==> src/cdcs_pkg.sv <==
package cdcs_pkg;

  localparam int IN_W  = 32;
  localparam int OUT_W = 72;
  localparam int VAL_W = 16;
  localparam int ACC_W = 40;
  localparam int Z_W   = 26;
  localparam int P_W   = 43;
  localparam int F_W   = 28;

  typedef enum logic [1:0] {
    OP_SAMPLE = 2'd0,
    OP_WEIGHT = 2'd1,
    OP_BIAS   = 2'd2,
    OP_HIST   = 2'd3
  } op_t;

  localparam logic [1:0] MODE_ZERO  = 2'd1;
  localparam logic [1:0] MODE_CARRY = 2'd2;

  localparam logic CFG_SILU = 1'b0;
  localparam logic CFG_BIAS = 1'b1;

  typedef struct packed {
    op_t                      op;
    logic [5:0]               channel;
    logic [1:0]               tap;
    logic signed [VAL_W-1:0]  value;
    logic [1:0]               mode;
    logic                     real_sample;
  } cmd_t;

  typedef struct packed {
    logic valid;
    cmd_t cmd;
  } q_head_t;

  typedef struct packed {
    logic pop;
    logic clearing;
  } back_ctl_t;

  // piecewise-linear sigmoid, unsigned Q1.15
  function automatic logic [15:0] sigmoid_q15(logic signed [Z_W-1:0] z);
    logic [Z_W-1:0] a;
    logic [Z_W-1:0] s;
    a = z[Z_W-1] ? Z_W'(-z) : Z_W'(z);
    if (a >= Z_W'(1280)) begin
      s = Z_W'(32768);
    end else if (a >= Z_W'(608)) begin
      s = Z_W'(27648) + (a << 2);
    end else if (a >= Z_W'(256)) begin
      s = Z_W'(20480) + (a << 4);
    end else begin
      s = Z_W'(16384) + (a << 5);
    end
    if (z[Z_W-1]) begin
      s = Z_W'(32768) - s;
    end
    return s[15:0];
  endfunction

endpackage

==> src/cdcs_front.sv <==
module cdcs_front import cdcs_pkg::*; #(
  parameter int CHANNELS = 64,
  parameter int TAPS     = 4
) (
  input  logic            clk,
  input  logic            rst_n,
  input  logic            in_tvalid,
  output logic            in_tready,
  input  logic [IN_W-1:0] in_tdata,
  input  back_ctl_t       ctl,
  output q_head_t         head
);

  cmd_t       dec;
  logic       keep;
  logic       push;
  cmd_t       ent_r [2];
  logic       wptr_r;
  logic       rptr_r;
  logic [1:0] cnt_r;
  logic [1:0] cnt_nxt;

  always_comb begin
    dec.op          = op_t'(in_tdata[1:0]);
    dec.channel     = in_tdata[7:2];
    dec.tap         = in_tdata[9:8];
    dec.value       = in_tdata[25:10];
    dec.mode        = in_tdata[27:26];
    dec.real_sample = in_tdata[28];
    keep = int'(dec.channel) < CHANNELS;
    case (dec.op)
      OP_WEIGHT: keep = keep && (int'(dec.tap) < TAPS);
      OP_HIST:   keep = keep && (int'(dec.tap) < TAPS - 1);
      default:   keep = keep;
    endcase
  end

  assign in_tready = (cnt_r != 2'd2) && !ctl.clearing;
  assign push      = in_tvalid && in_tready && keep;

  always_comb begin
    cnt_nxt = cnt_r;
    if (push && !ctl.pop) begin
      cnt_nxt = cnt_r + 2'd1;
    end else if (!push && ctl.pop) begin
      cnt_nxt = cnt_r - 2'd1;
    end
  end

  always_ff @(posedge clk) begin
    if (!rst_n) begin
      cnt_r  <= 2'd0;
      wptr_r <= 1'b0;
      rptr_r <= 1'b0;
    end else begin
      cnt_r <= cnt_nxt;
      if (push) begin
        wptr_r <= !wptr_r;
      end
      if (ctl.pop) begin
        rptr_r <= !rptr_r;
      end
    end
  end

  always_ff @(posedge clk) begin
    if (push) begin
      ent_r[wptr_r] <= dec;
    end
  end

  assign head.valid = cnt_r != 2'd0;
  assign head.cmd   = ent_r[rptr_r];

endmodule

==> config.mk <==
export PLATFORM = sky130hd
export DESIGN_NAME = cdcs_front
export DESIGN_NICKNAME = d
export VERILOG_FILES = /design/src/cdcs_pkg.sv /design/src/cdcs_front.sv
export SDC_FILE = /design/constraint.sdc
export NUM_CORES = 1
export LEC_CHECK = 0
export ABC_AREA = 1
export BUFFER_PORTS_ARGS = -buffer_cell sky130_fd_sc_hd__buf_4
export CELL_PAD_IN_SITES_DETAIL_PLACEMENT = 1
export CELL_PAD_IN_SITES_GLOBAL_PLACEMENT = 2
export CORE_MARGIN = 2
export CORE_UTILIZATION = 36
export CTS_CLUSTER_SIZE = 30
export DETAILED_ROUTE_END_ITERATION = 7
export GPL_TIMING_DRIVEN = 0
export PLACE_DENSITY = 0.9
export REMOVE_ABC_BUFFERS = 1
export SYNTH_ARGS = -nofsm -noshare
export SYNTH_HDL_FRONTEND = slang
export SYNTH_SLANG_ARGS = --single-unit
==> constraint.sdc <==
create_clock -name clk -period 4.55 [get_ports clk]
set_clock_uncertainty 0.2 [all_clocks]
set_input_delay 0.91 -clock clk [delete_from_list [all_inputs] [get_ports clk]]
set_output_delay 0.91 -clock clk [all_outputs]
set_load 0.02 [all_outputs]
==> metrics.txt <==
DRT iter0 DRCs 74; Leak Pwr 1.24 nW; most area-consuming cells after synthesis edfxtp_1 (73%), mux2_2 (9.0%), mux2_4 (6.3%), dfxtp_1 (4.2%), nand2_1 (1.7%); antenna violations before repair 0; die width 85.2 um; Max Slew Vio Count 0; die area 7270 sq um; Initial Utilization 37.4%; WL final 4690 um; status finished clean; leading cell type in the layout, fill and taps excluded buf_4; layout cells sized above 1 53.9%; Synth top area share 73.3%; worst relative slew slack 20.2%; Cells after Synth 128; Synth Warn # 0; Max IR drop VDD 0.212 mV; ANT nets after route 0; post-synthesis sequential area ratio 77.5%; slowest stage delay, CP 860 ps; critical path's slowest cell dfxtp_2; hpwl dp 3280 um; PortBufs 64; largest net degree at the start of global routing 30; Worst setup SP type flip-flop; DR vias 1309; dpl cells 268; CTS sink count 63; Finish-stage setup viols 0; RSZ-0062 raised after global routing no; path type of the worst setup path reg -> out; min-delay worst type reg -> reg; post-layout util 49.7%; Max Cap Viol 0; GRT Util Overall 13.8%; #FFs+latches synth 63; Worst-path clk slew 60 ps; syn_area_per_cell 18.6 sq um; Synth cell types 16; worst-skew pair later-pin latency 320 ps; Critical Path End Type output port; maximum clock frequency 346 MHz; 1st-pass router iterations 4; hold-fix buffers at CTS 0; commonest cells after routing, fill and taps aside buf_4 (64), edfxtp_1 (58), mux2_2 (19); post-route setup TNS 0 ps; final hold violations 0; pwr dens 422 nW/um^2; fin nets 240; CP Cell Sequence mux2_2 > buf_4; height of the die 85.2 um; crit path DAT 1780 ps; Root Buffer clkbuf_8; post-CTS setup buffers 0; Slew @ Worst Pin 1200 ps; Critical Path RT 3440 ps; clock buffer depth 2; TritonCTS buffer count 9; DR WL/cell 16.6 um; Core Box Area 6350 sq um; first-pass GRT wire length 7520 um; Synth area leader edfxtp_1; synth-to-layout area growth 32.9%; DRC Markers 0; # rows 29; Tcrit/Tclk final 63.4%; Placer Congestion 0.706; post_cts resized 0; Ports 68; GR Overflow Total 0; Via density 4.63; critical path fanouts, max 29; Post-Syn Area 2380 sq um; overall power 0.00133 W; final std cells w/o fill 283; H-tree Lvls 3; CTS tree done; post-layout min period 2890 ps; antenna diode count 0; vias in the first global route 1490
## flip-flops by register name (all words and copies together) (netlist names), named ones only
register	flops
ent_r	58
cnt_r	2
rptr_r	1
wptr_r	1
## per-layer routing
metal  global-route usage [%]  routed length (um)
met5                        0                   0
met4                     5.63                  36
met2                     24.6                2570
met3                     3.40                 210
met1                     15.7                1870
## power by group
part | leakage [nW] | internal [W] | switching [W]
clock | 0.102 | 0.000299 | 0.000197
sequential | 0.572 | 0.000661 | 0.0000157
combinational | 0.566 | 0.0000811 | 0.0000778
## Yosys cell counts
| master | count |
|---|---|
| inv_1 | 4 |
| buf_2 | 1 |
| nand3_1 | 1 |
| ha_1 | 1 |
| o21ai_0 | 1 |
| mux2_4 | 10 |
| a21oi_1 | 3 |
| nor3_1 | 1 |
| inv_2 | 1 |
| or2_2 | 1 |
| mux2_2 | 19 |
| buf_6 | 2 |
| nand2_1 | 11 |
| nor2_1 | 9 |
| edfxtp_1 | 58 |
| dfxtp_1 | 5 |
## worst max-delay path: cells and delay by family (launching register included)
kind,cells,cell delay (ps)
buf+inv,1,160
mux,1,420
flops,1,860
## path summary, 6_finish.rpt
check | startpoint | end | slack (ps) | cells past startpoint
max | flip-flop | head[0] | 1660 | 2
min | rptr_r | flip-flop | 310 | 2
max reg2reg | cnt_r[0] | ent_r[1][9] | 2130 | 6
min reg2reg | rptr_r | flip-flop | 310 | 2
## cell type report
cell class | count | area, sq um
fillers | 627 | 3190
clock buffers | 9 | 124
repair buffers | 66 | 507
clock inverters | 6 | 76.3
well taps | 77 | 96.3
inverters | 5 | 18.8
multi-input cells | 57 | 493
flip-flops and latches | 63 | 1840
## kinds of logic (layout without fill, tap and decap cells)
family,after synthesis,after routing,synth area share [%]
AOI/OAI and AO/OA,4,4,0.842
adders and majority gates,1,1,0.527
buffers and inverters,8,86,1.95
DFF,63,63,77.5
muxes,29,29,15.3
and+or+nand+nor,23,23,3.84
## metrics by stage
step	setup WS [ps]	area (sq um)	hold WS (ps)
floorplan	861	2350	263
global placement	-542	2930	274
detailed placement	1420	2960	296
CTS	1610	3160	323
global route	1560	3160	352
finish	1660	3160	311
Power figures use the tool's default switching activity.
